**src/rtl/i2c_master_register_access_unit_macros.svh**
```systemverilog
// Assertion macros for the I2C master register access unit.
`ifndef I2C_MASTER_REGISTER_ACCESS_UNIT_MACROS_SVH
`define I2C_MASTER_REGISTER_ACCESS_UNIT_MACROS_SVH

// Check that the antecedent always brings the consequent in the same cycle.
`define I2CMRA_ASSERT_IMPLY(name, clk, rst, ante, cons) \
   name: assert property (@(posedge clk) disable iff (rst) (ante) |-> (cons)) \
      else $error("i2cmra: implication check failed");

// Check that two conditions never hold together.
`define I2CMRA_ASSERT_EXCL(name, clk, rst, a, b) \
   name: assert property (@(posedge clk) disable iff (rst) !((a) && (b))) \
      else $error("i2cmra: exclusion check failed");

`endif

```
**src/rtl/i2cmra_pkg.sv**
```systemverilog
// Package: types, codes and constants of the I2C master register access unit.
`default_nettype none
package i2cmra_pkg;

   localparam int DIVIDER_WIDTH_DEFAULT = 16;
   localparam int CSR_INDEX_WIDTH       = 2;
   localparam int CSR_DATA_WIDTH        = 16;

   localparam logic [15:0] HALF_PERIOD_RESET = 16'd16;
   localparam logic [9:0]  ACK_TIMEOUT_RESET = 10'd250;

   // Configuration register indexes
   localparam logic [CSR_INDEX_WIDTH-1:0] REG_HALF_PERIOD = 2'd0;
   localparam logic [CSR_INDEX_WIDTH-1:0] REG_ACK_TIMEOUT = 2'd1;
   localparam logic [CSR_INDEX_WIDTH-1:0] REG_WIDE_ADDR   = 2'd2;

   // Request function codes
   localparam logic [1:0] FUNC_TICK  = 2'd0;
   localparam logic [1:0] FUNC_WRITE = 2'd1;
   localparam logic [1:0] FUNC_READ  = 2'd2;

   // Completion status codes
   localparam logic [1:0] STATUS_OK       = 2'd0;
   localparam logic [1:0] STATUS_DEV_NACK = 2'd1;
   localparam logic [1:0] STATUS_REG_NACK = 2'd2;
   localparam logic [1:0] STATUS_DAT_NACK = 2'd3;

   typedef struct packed {
      logic [15:0] half_period_ticks;
      logic [9:0]  ack_timeout_ticks;
      logic        wide_register_address;
   } cfg_type;

   typedef struct packed {
      logic [1:0]  func;
      logic [6:0]  device_address;
      logic [15:0] register_address;
      logic [15:0] byte_count;
      logic [7:0]  write_byte;
      logic        sda_level;
   } req_type;

   typedef struct packed {
      logic       scl_level;
      logic       sda_drive_low;
      logic       busy_res;
      logic       byte_taken;
      logic [7:0] read_byte;
      logic       read_valid;
      logic       read_last;
      logic       done_res;
      logic [1:0] status;
   } rsp_type;

endpackage
`default_nettype wire

```
**src/rtl/i2cmra_if.sv**
```systemverilog
// Channel interfaces: request, response and configuration write.
`default_nettype none
interface i2cmra_req_if;
   logic        valid;
   logic        ready;
   logic [1:0]  func;
   logic [6:0]  device_address;
   logic [15:0] register_address;
   logic [15:0] byte_count;
   logic [7:0]  write_byte;
   logic        sda_level;

   modport source (output valid, func, device_address, register_address, byte_count,
                   write_byte, sda_level, input ready);
   modport sink (input valid, func, device_address, register_address, byte_count,
                 write_byte, sda_level, output ready);
endinterface

interface i2cmra_rsp_if;
   logic       valid;
   logic       ready;
   logic       scl_level;
   logic       sda_drive_low;
   logic       busy_res;
   logic       byte_taken;
   logic [7:0] read_byte;
   logic       read_valid;
   logic       read_last;
   logic       done_res;
   logic [1:0] status;

   modport source (output valid, scl_level, sda_drive_low, busy_res, byte_taken, read_byte,
                   read_valid, read_last, done_res, status, input ready);
   modport sink (input valid, scl_level, sda_drive_low, busy_res, byte_taken, read_byte,
                 read_valid, read_last, done_res, status, output ready);
endinterface

interface i2cmra_csr_if;
   logic        valid;
   logic        ready;
   logic [1:0]  index;
   logic [15:0] data;

   modport source (output valid, index, data, input ready);
   modport sink (input valid, index, data, output ready);
endinterface
`default_nettype wire

```
**src/rtl/i2c_master_register_access_unit.sv**
```systemverilog
// Top level of the I2C master register access unit.
//
// Usage: every request transaction on req_if is one bus tick carrying the
// sampled SDA level; in idle, func selects a register write or read start
// with device address, register address and byte count. Every request
// yields exactly one response transaction on rsp_if with the SCL level,
// SDA pull-down, busy flag, write-byte take strobe, received byte with
// valid/last marks, and the done strobe with completion status.
// A response is registered and valid in the cycle after its request is accepted.
// Throughput: one tick per clock while rsp_if does not stall; the sequencer's
// next-state logic and the single response register set this figure.
// Stall: when rsp_if stalls, the response register holds and req_if.ready
// drops until the waiting response is taken; no tick is lost.
// csr_if writes the segment length, ACK timeout and wide-address mode;
// it is always ready and writes take effect on the next tick.
// Reset (synchronous, active high): sequencer idle, response register
// empty, configuration back to 16 ticks, 250 ticks timeout, narrow mode.
`default_nettype none
`include "i2c_master_register_access_unit_macros.svh"
module i2c_master_register_access_unit
   import i2cmra_pkg::*;
#(
   parameter int DIVIDER_WIDTH = DIVIDER_WIDTH_DEFAULT
) (
   input wire logic     clock,
   input wire logic     reset,
   i2cmra_req_if.sink   req_if,
   i2cmra_rsp_if.source rsp_if,
   i2cmra_csr_if.sink   csr_if
);

   cfg_type cfg_ff;
   req_type req;
   rsp_type eng_rsp, out_rsp;
   logic    accept, in_ready, out_valid;

   // Configuration registers: always ready, decode by index, drop others.
   assign csr_if.ready = 1'b1;

   always_ff @(posedge clock) begin
      if (reset) begin
         cfg_ff.half_period_ticks     <= HALF_PERIOD_RESET;
         cfg_ff.ack_timeout_ticks     <= ACK_TIMEOUT_RESET;
         cfg_ff.wide_register_address <= 1'b0;
      end else if (csr_if.valid) begin
         case (csr_if.index)
            REG_HALF_PERIOD: cfg_ff.half_period_ticks     <= csr_if.data;
            REG_ACK_TIMEOUT: cfg_ff.ack_timeout_ticks     <= csr_if.data[9:0];
            REG_WIDE_ADDR:   cfg_ff.wide_register_address <= csr_if.data[0];
            default: ;
         endcase
      end
   end

   // Gather the request payload.
   assign req.func             = req_if.func;
   assign req.device_address   = req_if.device_address;
   assign req.register_address = req_if.register_address;
   assign req.byte_count       = req_if.byte_count;
   assign req.write_byte       = req_if.write_byte;
   assign req.sda_level        = req_if.sda_level;

   // Accept a tick whenever the response register has room this cycle.
   assign req_if.ready = in_ready;
   assign accept       = req_if.valid && in_ready;

   i2cmra_engine #(
      .DIVIDER_WIDTH(DIVIDER_WIDTH)
   ) u_engine (
      .clock  (clock),
      .reset  (reset),
      .accept (accept),
      .cfg    (cfg_ff),
      .req    (req),
      .rsp    (eng_rsp)
   );

   i2cmra_rsp_reg u_rsp_reg (
      .clock     (clock),
      .reset     (reset),
      .in_valid  (accept),
      .in_data   (eng_rsp),
      .in_ready  (in_ready),
      .out_valid (out_valid),
      .out_ready (rsp_if.ready),
      .out_data  (out_rsp)
   );

   // Drive the response channel.
   assign rsp_if.valid         = out_valid;
   assign rsp_if.scl_level     = out_rsp.scl_level;
   assign rsp_if.sda_drive_low = out_rsp.sda_drive_low;
   assign rsp_if.busy_res      = out_rsp.busy_res;
   assign rsp_if.byte_taken    = out_rsp.byte_taken;
   assign rsp_if.read_byte     = out_rsp.read_byte;
   assign rsp_if.read_valid    = out_rsp.read_valid;
   assign rsp_if.read_last     = out_rsp.read_last;
   assign rsp_if.done_res      = out_rsp.done_res;
   assign rsp_if.status        = out_rsp.status;

   // Checks on the sequencer and the response register.
   `I2CMRA_ASSERT_IMPLY(a_done_busy, clock, reset, rsp_if.valid && rsp_if.done_res, rsp_if.busy_res)
   `I2CMRA_ASSERT_IMPLY(a_status_done, clock, reset, rsp_if.valid && rsp_if.status != STATUS_OK, rsp_if.done_res)
   `I2CMRA_ASSERT_EXCL(a_take_read, clock, reset, rsp_if.valid && rsp_if.byte_taken, rsp_if.read_valid)
   `I2CMRA_ASSERT_EXCL(a_stall_block, clock, reset, rsp_if.valid && !rsp_if.ready, req_if.ready)

endmodule
`default_nettype wire

```
**src/rtl/i2cmra_engine.sv**
```systemverilog
// Bus sequencer: phase state, counters and per-tick line levels.
`default_nettype none
module i2cmra_engine
   import i2cmra_pkg::*;
#(
   parameter int DIVIDER_WIDTH = DIVIDER_WIDTH_DEFAULT
) (
   input  wire logic    clock,
   input  wire logic    reset,
   input  wire logic    accept,
   input  wire cfg_type cfg,
   input  wire req_type req,
   output rsp_type      rsp
);

   localparam int LW = (DIVIDER_WIDTH > 16) ? DIVIDER_WIDTH : 16;
   localparam logic [LW:0] SEG_MAX = (LW+1)'((65'd1 << DIVIDER_WIDTH) - 65'd1);

   localparam logic [4:0] PH_IDLE      = 5'd0;
   localparam logic [4:0] PH_ST_HIGH   = 5'd1;
   localparam logic [4:0] PH_ST_LOW    = 5'd2;
   localparam logic [4:0] PH_TX_LOW    = 5'd3;
   localparam logic [4:0] PH_TX_HIGH   = 5'd4;
   localparam logic [4:0] PH_ACK_WAIT  = 5'd5;
   localparam logic [4:0] PH_ACK_HIGH  = 5'd6;
   localparam logic [4:0] PH_RX_LOW    = 5'd7;
   localparam logic [4:0] PH_RX_HIGH   = 5'd8;
   localparam logic [4:0] PH_MACK_LOW  = 5'd9;
   localparam logic [4:0] PH_MACK_HIGH = 5'd10;
   localparam logic [4:0] PH_RS_LOW    = 5'd11;
   localparam logic [4:0] PH_STOP_A    = 5'd12;
   localparam logic [4:0] PH_STOP_B    = 5'd13;
   localparam logic [4:0] PH_STOP_C    = 5'd14;

   localparam logic [2:0] SG_DEV_W  = 3'd0;
   localparam logic [2:0] SG_REG_HI = 3'd1;
   localparam logic [2:0] SG_REG_LO = 3'd2;
   localparam logic [2:0] SG_DATA   = 3'd3;
   localparam logic [2:0] SG_DEV_R  = 3'd4;

   logic [4:0]               phase_ff, phase_in;
   logic [2:0]               bit_ff, bit_in;
   logic [DIVIDER_WIDTH-1:0] tick_ff, tick_in;
   logic [9:0]               tmo_ff, tmo_in;
   logic [7:0]               shift_ff, shift_in;
   logic [15:0]              left_ff, left_in;
   logic [6:0]               dev_ff, dev_in;
   logic [15:0]              regad_ff, regad_in;
   logic                     rd_ff, rd_in;
   logic [2:0]               stage_ff, stage_in;
   logic [1:0]               abort_ff, abort_in;

   logic [LW:0] hp_ext, lim, tick_next;
   logic        ends, bitv;
   logic [7:0]  rx_byte;

   always_comb begin
      hp_ext = (LW+1)'(cfg.half_period_ticks);
      lim = (hp_ext > SEG_MAX) ? SEG_MAX : hp_ext;
      if (lim == '0) begin
         lim = (LW+1)'(1);
      end
      tick_next = (LW+1)'(tick_ff) + (LW+1)'(1);
      ends = (tick_next >= lim);
   end

   assign bitv = shift_ff[bit_ff];
   assign rx_byte = {shift_ff[6:0], req.sda_level};

   always_comb begin
      rsp = '0;
      rsp.busy_res = (phase_ff != PH_IDLE);
      case (phase_ff)
         PH_IDLE:      begin rsp.scl_level = 1'b1; rsp.sda_drive_low = 1'b0; end
         PH_ST_HIGH:   begin rsp.scl_level = 1'b1; rsp.sda_drive_low = 1'b0; end
         PH_ST_LOW:    begin rsp.scl_level = 1'b1; rsp.sda_drive_low = 1'b1; end
         PH_TX_LOW:    begin rsp.scl_level = 1'b0; rsp.sda_drive_low = ~bitv; end
         PH_TX_HIGH:   begin rsp.scl_level = 1'b1; rsp.sda_drive_low = ~bitv; end
         PH_ACK_WAIT:  begin rsp.scl_level = 1'b0; rsp.sda_drive_low = 1'b0; end
         PH_ACK_HIGH:  begin rsp.scl_level = 1'b1; rsp.sda_drive_low = 1'b0; end
         PH_RX_LOW:    begin rsp.scl_level = 1'b0; rsp.sda_drive_low = 1'b0; end
         PH_RX_HIGH:   begin rsp.scl_level = 1'b1; rsp.sda_drive_low = 1'b0; end
         PH_MACK_LOW:  begin rsp.scl_level = 1'b0; rsp.sda_drive_low = (left_ff != '0); end
         PH_MACK_HIGH: begin rsp.scl_level = 1'b1; rsp.sda_drive_low = (left_ff != '0); end
         PH_RS_LOW:    begin rsp.scl_level = 1'b0; rsp.sda_drive_low = 1'b0; end
         PH_STOP_A:    begin rsp.scl_level = 1'b0; rsp.sda_drive_low = 1'b1; end
         PH_STOP_B:    begin rsp.scl_level = 1'b1; rsp.sda_drive_low = 1'b1; end
         default:      begin rsp.scl_level = 1'b1; rsp.sda_drive_low = 1'b0; end
      endcase

      phase_in = phase_ff;
      bit_in   = bit_ff;
      tick_in  = tick_ff;
      tmo_in   = tmo_ff;
      shift_in = shift_ff;
      left_in  = left_ff;
      dev_in   = dev_ff;
      regad_in = regad_ff;
      rd_in    = rd_ff;
      stage_in = stage_ff;
      abort_in = abort_ff;

      if (phase_ff == PH_IDLE) begin
         tick_in = '0;
         if (req.func == FUNC_WRITE || req.func == FUNC_READ) begin
            dev_in   = req.device_address;
            regad_in = req.register_address;
            left_in  = req.byte_count;
            rd_in    = (req.func == FUNC_READ);
            abort_in = STATUS_OK;
            stage_in = SG_DEV_W;
            phase_in = PH_ST_HIGH;
         end
      end else if (phase_ff == PH_ACK_WAIT) begin
         tick_in = '0;
         if (!req.sda_level) begin
            tmo_in   = '0;
            phase_in = PH_ACK_HIGH;
         end else if (tmo_ff >= cfg.ack_timeout_ticks) begin
            tmo_in = '0;
            if (stage_ff == SG_DEV_W) begin
               abort_in = STATUS_DEV_NACK;
            end else if (stage_ff == SG_REG_HI || stage_ff == SG_REG_LO) begin
               abort_in = STATUS_REG_NACK;
            end else begin
               abort_in = STATUS_DAT_NACK;
            end
            phase_in = PH_STOP_A;
         end else begin
            tmo_in = tmo_ff + 10'd1;
         end
      end else if (!ends) begin
         tick_in = tick_ff + DIVIDER_WIDTH'(1);
      end else begin
         tick_in = '0;
         case (phase_ff)
            PH_ST_HIGH: phase_in = PH_ST_LOW;
            PH_ST_LOW: begin
               shift_in = (stage_ff == SG_DEV_R) ? {dev_ff, 1'b1} : {dev_ff, 1'b0};
               stage_in = (stage_ff == SG_DEV_R) ? SG_DEV_R : SG_DEV_W;
               bit_in   = 3'd7;
               phase_in = PH_TX_LOW;
            end
            PH_TX_LOW: phase_in = PH_TX_HIGH;
            PH_TX_HIGH: begin
               if (bit_ff == 3'd0) begin
                  tmo_in   = '0;
                  phase_in = PH_ACK_WAIT;
               end else begin
                  bit_in   = bit_ff - 3'd1;
                  phase_in = PH_TX_LOW;
               end
            end
            PH_ACK_HIGH: begin
               if (stage_ff == SG_DEV_W) begin
                  shift_in = cfg.wide_register_address ? regad_ff[15:8] : regad_ff[7:0];
                  stage_in = cfg.wide_register_address ? SG_REG_HI : SG_REG_LO;
                  bit_in   = 3'd7;
                  phase_in = PH_TX_LOW;
               end else if (stage_ff == SG_REG_HI) begin
                  shift_in = regad_ff[7:0];
                  stage_in = SG_REG_LO;
                  bit_in   = 3'd7;
                  phase_in = PH_TX_LOW;
               end else if (stage_ff == SG_DEV_R) begin
                  if (left_ff == '0) begin
                     phase_in = PH_STOP_A;
                  end else begin
                     shift_in = '0;
                     bit_in   = 3'd7;
                     phase_in = PH_RX_LOW;
                  end
               end else if (stage_ff == SG_REG_LO && rd_ff) begin
                  stage_in = SG_DEV_R;
                  phase_in = PH_RS_LOW;
               end else if (left_ff == '0) begin
                  phase_in = PH_STOP_A;
               end else begin
                  rsp.byte_taken = 1'b1;
                  left_in  = left_ff - 16'd1;
                  shift_in = req.write_byte;
                  stage_in = SG_DATA;
                  bit_in   = 3'd7;
                  phase_in = PH_TX_LOW;
               end
            end
            PH_RX_LOW: phase_in = PH_RX_HIGH;
            PH_RX_HIGH: begin
               shift_in = rx_byte;
               if (bit_ff == 3'd0) begin
                  rsp.read_byte  = rx_byte;
                  rsp.read_valid = 1'b1;
                  rsp.read_last  = (left_ff == 16'd1);
                  left_in  = left_ff - 16'd1;
                  phase_in = PH_MACK_LOW;
               end else begin
                  bit_in   = bit_ff - 3'd1;
                  phase_in = PH_RX_LOW;
               end
            end
            PH_MACK_LOW: phase_in = PH_MACK_HIGH;
            PH_MACK_HIGH: begin
               if (left_ff == '0) begin
                  phase_in = PH_STOP_A;
               end else begin
                  shift_in = '0;
                  bit_in   = 3'd7;
                  phase_in = PH_RX_LOW;
               end
            end
            PH_RS_LOW: phase_in = PH_ST_HIGH;
            PH_STOP_A: phase_in = PH_STOP_B;
            PH_STOP_B: phase_in = PH_STOP_C;
            default: begin
               // final STOP segment and any stray code: finish and report
               rsp.done_res = 1'b1;
               rsp.status   = abort_ff;
               abort_in = STATUS_OK;
               bit_in   = 3'd7;
               phase_in = PH_IDLE;
            end
         endcase
      end
   end

   always_ff @(posedge clock) begin
      if (reset) begin
         phase_ff <= PH_IDLE;
         bit_ff   <= 3'd7;
         tick_ff  <= '0;
         tmo_ff   <= '0;
         shift_ff <= '0;
         left_ff  <= '0;
         dev_ff   <= '0;
         regad_ff <= '0;
         rd_ff    <= 1'b0;
         stage_ff <= SG_DEV_W;
         abort_ff <= STATUS_OK;
      end else if (accept) begin
         phase_ff <= phase_in;
         bit_ff   <= bit_in;
         tick_ff  <= tick_in;
         tmo_ff   <= tmo_in;
         shift_ff <= shift_in;
         left_ff  <= left_in;
         dev_ff   <= dev_in;
         regad_ff <= regad_in;
         rd_ff    <= rd_in;
         stage_ff <= stage_in;
         abort_ff <= abort_in;
      end
   end

endmodule
`default_nettype wire

```
**src/rtl/i2cmra_rsp_reg.sv**
```systemverilog
// Response output register with valid/ready handshake.
`default_nettype none
module i2cmra_rsp_reg
   import i2cmra_pkg::*;
(
   input  wire logic    clock,
   input  wire logic    reset,
   input  wire logic    in_valid,
   input  wire rsp_type in_data,
   output logic         in_ready,
   output logic         out_valid,
   input  wire logic    out_ready,
   output rsp_type      out_data
);

   logic    valid_ff;
   rsp_type data_ff;

   assign in_ready  = !valid_ff || out_ready;
   assign out_valid = valid_ff;
   assign out_data  = data_ff;

   always_ff @(posedge clock) begin
      if (reset) begin
         valid_ff <= 1'b0;
      end else if (in_ready) begin
         valid_ff <= in_valid;
      end
   end

   always_ff @(posedge clock) begin
      if (in_ready && in_valid) begin
         data_ff <= in_data;
      end
   end

endmodule
`default_nettype wire
```
**src/flat_wrapper.sv**
```systemverilog
// flat-port wrapper written by rule: the top's interface ports become plain ports
module i2c_master_register_access_unit_flat import i2cmra_pkg::*;
#(
   parameter int DIVIDER_WIDTH = DIVIDER_WIDTH_DEFAULT
)
  (clock, reset, req_if_valid, req_if_func, req_if_device_address, req_if_register_address, req_if_byte_count, req_if_write_byte, req_if_sda_level, req_if_ready, rsp_if_valid, rsp_if_scl_level, rsp_if_sda_drive_low, rsp_if_busy_res, rsp_if_byte_taken, rsp_if_read_byte, rsp_if_read_valid, rsp_if_read_last, rsp_if_done_res, rsp_if_status, rsp_if_ready, csr_if_valid, csr_if_index, csr_if_data, csr_if_ready);
  i2cmra_req_if req_if_i ();
  i2cmra_rsp_if rsp_if_i ();
  i2cmra_csr_if csr_if_i ();
  input wire logic clock;
  input wire logic reset;
  input wire logic [$bits(req_if_i.valid)-1:0] req_if_valid;
  input wire logic [$bits(req_if_i.func)-1:0] req_if_func;
  input wire logic [$bits(req_if_i.device_address)-1:0] req_if_device_address;
  input wire logic [$bits(req_if_i.register_address)-1:0] req_if_register_address;
  input wire logic [$bits(req_if_i.byte_count)-1:0] req_if_byte_count;
  input wire logic [$bits(req_if_i.write_byte)-1:0] req_if_write_byte;
  input wire logic [$bits(req_if_i.sda_level)-1:0] req_if_sda_level;
  output wire logic [$bits(req_if_i.ready)-1:0] req_if_ready;
  output wire logic [$bits(rsp_if_i.valid)-1:0] rsp_if_valid;
  output wire logic [$bits(rsp_if_i.scl_level)-1:0] rsp_if_scl_level;
  output wire logic [$bits(rsp_if_i.sda_drive_low)-1:0] rsp_if_sda_drive_low;
  output wire logic [$bits(rsp_if_i.busy_res)-1:0] rsp_if_busy_res;
  output wire logic [$bits(rsp_if_i.byte_taken)-1:0] rsp_if_byte_taken;
  output wire logic [$bits(rsp_if_i.read_byte)-1:0] rsp_if_read_byte;
  output wire logic [$bits(rsp_if_i.read_valid)-1:0] rsp_if_read_valid;
  output wire logic [$bits(rsp_if_i.read_last)-1:0] rsp_if_read_last;
  output wire logic [$bits(rsp_if_i.done_res)-1:0] rsp_if_done_res;
  output wire logic [$bits(rsp_if_i.status)-1:0] rsp_if_status;
  input wire logic [$bits(rsp_if_i.ready)-1:0] rsp_if_ready;
  input wire logic [$bits(csr_if_i.valid)-1:0] csr_if_valid;
  input wire logic [$bits(csr_if_i.index)-1:0] csr_if_index;
  input wire logic [$bits(csr_if_i.data)-1:0] csr_if_data;
  output wire logic [$bits(csr_if_i.ready)-1:0] csr_if_ready;
  assign req_if_i.valid = req_if_valid;
  assign req_if_i.func = req_if_func;
  assign req_if_i.device_address = req_if_device_address;
  assign req_if_i.register_address = req_if_register_address;
  assign req_if_i.byte_count = req_if_byte_count;
  assign req_if_i.write_byte = req_if_write_byte;
  assign req_if_i.sda_level = req_if_sda_level;
  assign req_if_ready = req_if_i.ready;
  assign rsp_if_valid = rsp_if_i.valid;
  assign rsp_if_scl_level = rsp_if_i.scl_level;
  assign rsp_if_sda_drive_low = rsp_if_i.sda_drive_low;
  assign rsp_if_busy_res = rsp_if_i.busy_res;
  assign rsp_if_byte_taken = rsp_if_i.byte_taken;
  assign rsp_if_read_byte = rsp_if_i.read_byte;
  assign rsp_if_read_valid = rsp_if_i.read_valid;
  assign rsp_if_read_last = rsp_if_i.read_last;
  assign rsp_if_done_res = rsp_if_i.done_res;
  assign rsp_if_status = rsp_if_i.status;
  assign rsp_if_i.ready = rsp_if_ready;
  assign csr_if_i.valid = csr_if_valid;
  assign csr_if_i.index = csr_if_index;
  assign csr_if_i.data = csr_if_data;
  assign csr_if_ready = csr_if_i.ready;
  i2c_master_register_access_unit #(.DIVIDER_WIDTH(DIVIDER_WIDTH)) u_core (.clock(clock), .reset(reset), .req_if(req_if_i), .rsp_if(rsp_if_i), .csr_if(csr_if_i));
endmodule
```
**config.mk**
```make
export PLATFORM = sky130hd
export DESIGN_NAME = i2c_master_register_access_unit_flat
export DESIGN_NICKNAME = d
export VERILOG_FILES = /design/src/rtl/i2cmra_pkg.sv /design/src/rtl/i2cmra_if.sv /design/src/rtl/i2c_master_register_access_unit.sv /design/src/rtl/i2cmra_engine.sv /design/src/rtl/i2cmra_rsp_reg.sv /design/src/flat_wrapper.sv
export VERILOG_INCLUDE_DIRS = /design/src /design/src/rtl
export SDC_FILE = /design/constraint.sdc
export NUM_CORES = 1
export LEC_CHECK = 0
export ABC_AREA = 1
export BUFFER_PORTS_ARGS = -buffer_cell sky130_fd_sc_hd__buf_2
export CORE_MARGIN = 4
export CORE_UTILIZATION = 39
export DETAILED_ROUTE_END_ITERATION = 10
export HOLD_SLACK_MARGIN = 0.12
export PLACE_DENSITY = 0.67
export SETUP_SLACK_MARGIN = 0.1
export SLEW_MARGIN = 20
export SYNTH_ARGS = -nofsm -noshare
export SYNTH_HDL_FRONTEND = slang
export SYNTH_SLANG_ARGS = --single-unit
```
**constraint.sdc**
```tcl
create_clock -name clock -period 4 [get_ports clock]
set_input_delay 0.2 -clock clock [delete_from_list [all_inputs] [get_ports clock]]
set_output_delay 0.2 -clock clock [all_outputs]
set_load 0.01 [all_outputs]
```
==> impl_metrics.toml <==
[run_status]
outcome = "completed"

[die]
placementRows = 51
initial_core_util = 0.399
dieArea_um2 = 22300
fp.coreArea_um2 = 19500
chipWidth_um = 149
io_pins = 93
die_h_um = 149

[clock_network]
cts_htree_levels = 4
cts-root-buf = "clkbuf_16"
cts_resized = 0
clock_sinks = 131
postCtsSetupBuffers = 0
clk_latency_ns = 0.44
cts_inserted_buffers = 17
clk_pin_slew_ns = 0.07
tritoncts = "yes"
clockBufferDepth = 2

[detailed_routing]
drt_iter0_drc = 704
drc = 0
dr_total_vias = 7703
routed.top_layer = "met4"
drt-met1-wl_um = 9490
drt-total-wl_um = 20500
drtPass1Iterations = 8
wl_met2_um = 9530
wl_per_cell_um = 13.2
via_per_inst = 4.98
route.met3.wl_um = 1080
ant_nets = 0

[synth]
syn-num-nets = 1253
yosys_warnings = 0
ys.flop_type = "dfxtp_1"
synth_area_leader_cell = "dfxtp_1"
synth_seq_cells = 131
synth_cells = 1147
synth_edf_count = 17
synth_cell_types = 49
synthTopCellsByArea = "dfxtp_1 (29%), nand2_1 (11%), nor2_1 (8.5%)"
synthArstFlopShare = 0
synth.avg_cell_area_um2 = 6.79
yosysTopAreaCellShare = 0.293
ys_seq_area_frac = 0.358
synthesis.area_um2 = 7790

[final_layout]
num-nets-final = 1376
diodes = 0
layout-area-overhead-vs-synth_pct = 22.0
layout-drive-gt1-share = 0.127
layout.cells.non_filler = 1548

[global_route]
antenna_found_initial = 0
overflow = 0
grt_max_degree = 50
grt_pass1_vias = 6998
grt_usage = 0.184
grt_pass1_wl_um = 33500

[power_and_ir_drop]
power.density_nw_per_um2 = 615
p_leak_nw = 4.32
vdd_drop_max_uv = 335

[worst_setup_path]
cp_common_cell = "nand2_1"
critPathCaptureType = "flip-flop"
r2r_cells = 22
worstPathMaxFanout = 16
crit_chain = "ha_1 -> nand2_2 -> nor2_2 -> nand3_2 -> nor2_4 -> nand3_2 -> xor2_1 -> inv_1 -> ha_1 -> nand2_1 -> inv_1 -> nand2_1 -> nor2_1 -> a21oi_1 -> nand2_1 -> nand2_1 -> nand2_1 -> nand2_1 -> nand3_2 -> nor2_2 -> nand2_1 -> a21oi_1"
cp.required_ns = 4.35
max_stage_delay_ns = 0.54
slowest_stage = "nor2_2"
cp_data_arrival_time_ns = 3.79
path_class = "flip-flop to flip-flop"
cp-start-kind = "flip-flop"

[min_path]
hold_class = "input pin to flip-flop"
holdPathStages = 5

[placed_design]
portBuffers = 91
place_congestion = 0.948
place_hpwl_um = 14900
place_ws_ns = 0.655
dp.cells = 1467

[sta]
hold_viol = 0
setup_viol = 0
period_minus_slack_ns = 3.44
worst_pin_slew_ns = 0.799
finalClockSkew_ns = 0.0118
tns_ns = 0
finalMaxSlewViolations = 0
fmax_mhz = 291
rsz0062_at_grt = "false"
fin_ws_ns = 0.558
period_share = 0.860
slew_headroom = 0.465

[flow_run]
cap_violations = 0
## worst paths after layout
kind	startpoint	endpoint	slack, ns
hold / removal	req_if_byte_count[8]	u_core.u_engine.left_ff[8]$_SDFFE_PP0P_	0.14
setup / recovery	u_core.u_engine.tick_ff[0]$_SDFFE_PP0P_	u_core.u_engine.tick_ff[5]$_SDFFE_PP0P_	0.56
setup reg to reg	u_core.u_engine.tick_ff[0]$_SDFFE_PP0P_	u_core.u_engine.tick_ff[5]$_SDFFE_PP0P_	0.56
hold reg to reg	u_core.u_engine.dev_ff[0]$_SDFFE_PP0P_	u_core.u_engine.dev_ff[0]$_SDFFE_PP0P_	0.45
## cells in the final DEF, fill, tap and decap left out, types with 18 or more instances in the layout
master	count
dfxtp_1	114
buf_2	91
a21oi_1	97
inv_1	141
o211ai_1	22
nand3_1	41
ha_1	33
nand2_1	223
dlygate4sd3_1	49
nor3_1	21
o21ai_0	95
clkbuf_16	18
nor2_1	176
## critical path, delay by kind of cell, from the launching register on
family,cells,cell delay [ns]
xor+xnor,1,0.17
flops,1,0.39
buf+inv,2,0.13
fa+ha+maj,2,0.54
simple gates,15,1.82
compound gates,2,0.29
## Yosys cell counts (8+ instances only)
library cell / n
a21oi_1: 97
clkbuf_1: 24
dfxtp_1: 114
edfxtp_1: 17
ha_1: 33
inv_1: 142
inv_2: 13
nand2_1: 223
nand3_1: 41
nand4_1: 11
nor2_1: 176
nor3_1: 21
o211ai_1: 22
o21ai_0: 95
o21ai_1: 10
xnor2_1: 8
xor2_1: 14
## what timing repair did
item	in CTS	in global routing
hold buffers	49	0
hold endpoints to repair	54	0
endpoints found under the setup margin	0	0
## final cells by class
class	instances	area [um^2]
clock inverter	10	123
fill	1962	10000
timing repair buffer	147	998
inverter	155	582
clock buffer	22	485
tap	265	332
multi-input combinational	818	4190
sequential	131	2790
## report_power, final
part	switching (mW)	total, mW	internal [mW]
Clock	0.606	1.60	0.990
Sequential	0.145	1.68	1.54
Combinational	1.76	2.56	0.799
## routing by layer
metal / GRT usage / vias to the layer above
met4: 0.0654 / 0
met1: 0.251 / 3460
li1: - / 4000
met3: 0.0359 / 34
met2: 0.291 / 209
met5: 0 / -
## cells by family (layout without fill, tap and decap cells)
group           Yosys count  count (layout)  synth area share
xor+xnor                 22              22            0.0247
compound gates          255             255             0.183
simple gates            505             505             0.274
fa+ha+maj                33              33            0.0530
other cells               1               1          0.000481
flops                   131             131             0.358
buf+inv                 198             334             0.104
mux                       2               2           0.00257
## sequential cells by signal, summed over array words and instances (netlist names)
register                    cells
u_core.u_engine.tmo_ff         10
u_core.cfg_ff                  27
u_core.u_engine.phase_ff        4
u_core.u_engine.bit_ff          3
u_core.u_engine.left_ff        16
u_core.u_engine.dev_ff          7
u_core.u_engine.tick_ff        16
u_core.u_engine.stage_ff        3
u_core.u_engine.abort_ff        2
u_core.u_engine.shift_ff        8
u_core.u_rsp_reg.out_valid      1
u_core.u_engine.regad_ff       16
u_core.u_rsp_reg.out_data      17
u_core.u_engine.rd_ff           1
## stage by stage
| stage | hold slack, ns | utilization | instance area (um^2) | total power [mW] |
|---|---|---|---|---|
| global placement | 0.440 | 0.430 | 8400 | 4.17 |
| finish | 0.136 | 0.487 | 9500 | 5.84 |
| CTS | 0.129 | 0.487 | 9500 | 5.84 |
| floorplan | 0.307 | - | 7790 | 3.67 |
| global route | 0.170 | 0.487 | 9500 | 6.30 |
| detailed placement | 0.445 | 0.430 | 8400 | 4.19 |
Note: power is estimated with default switching activity, not from simulation.
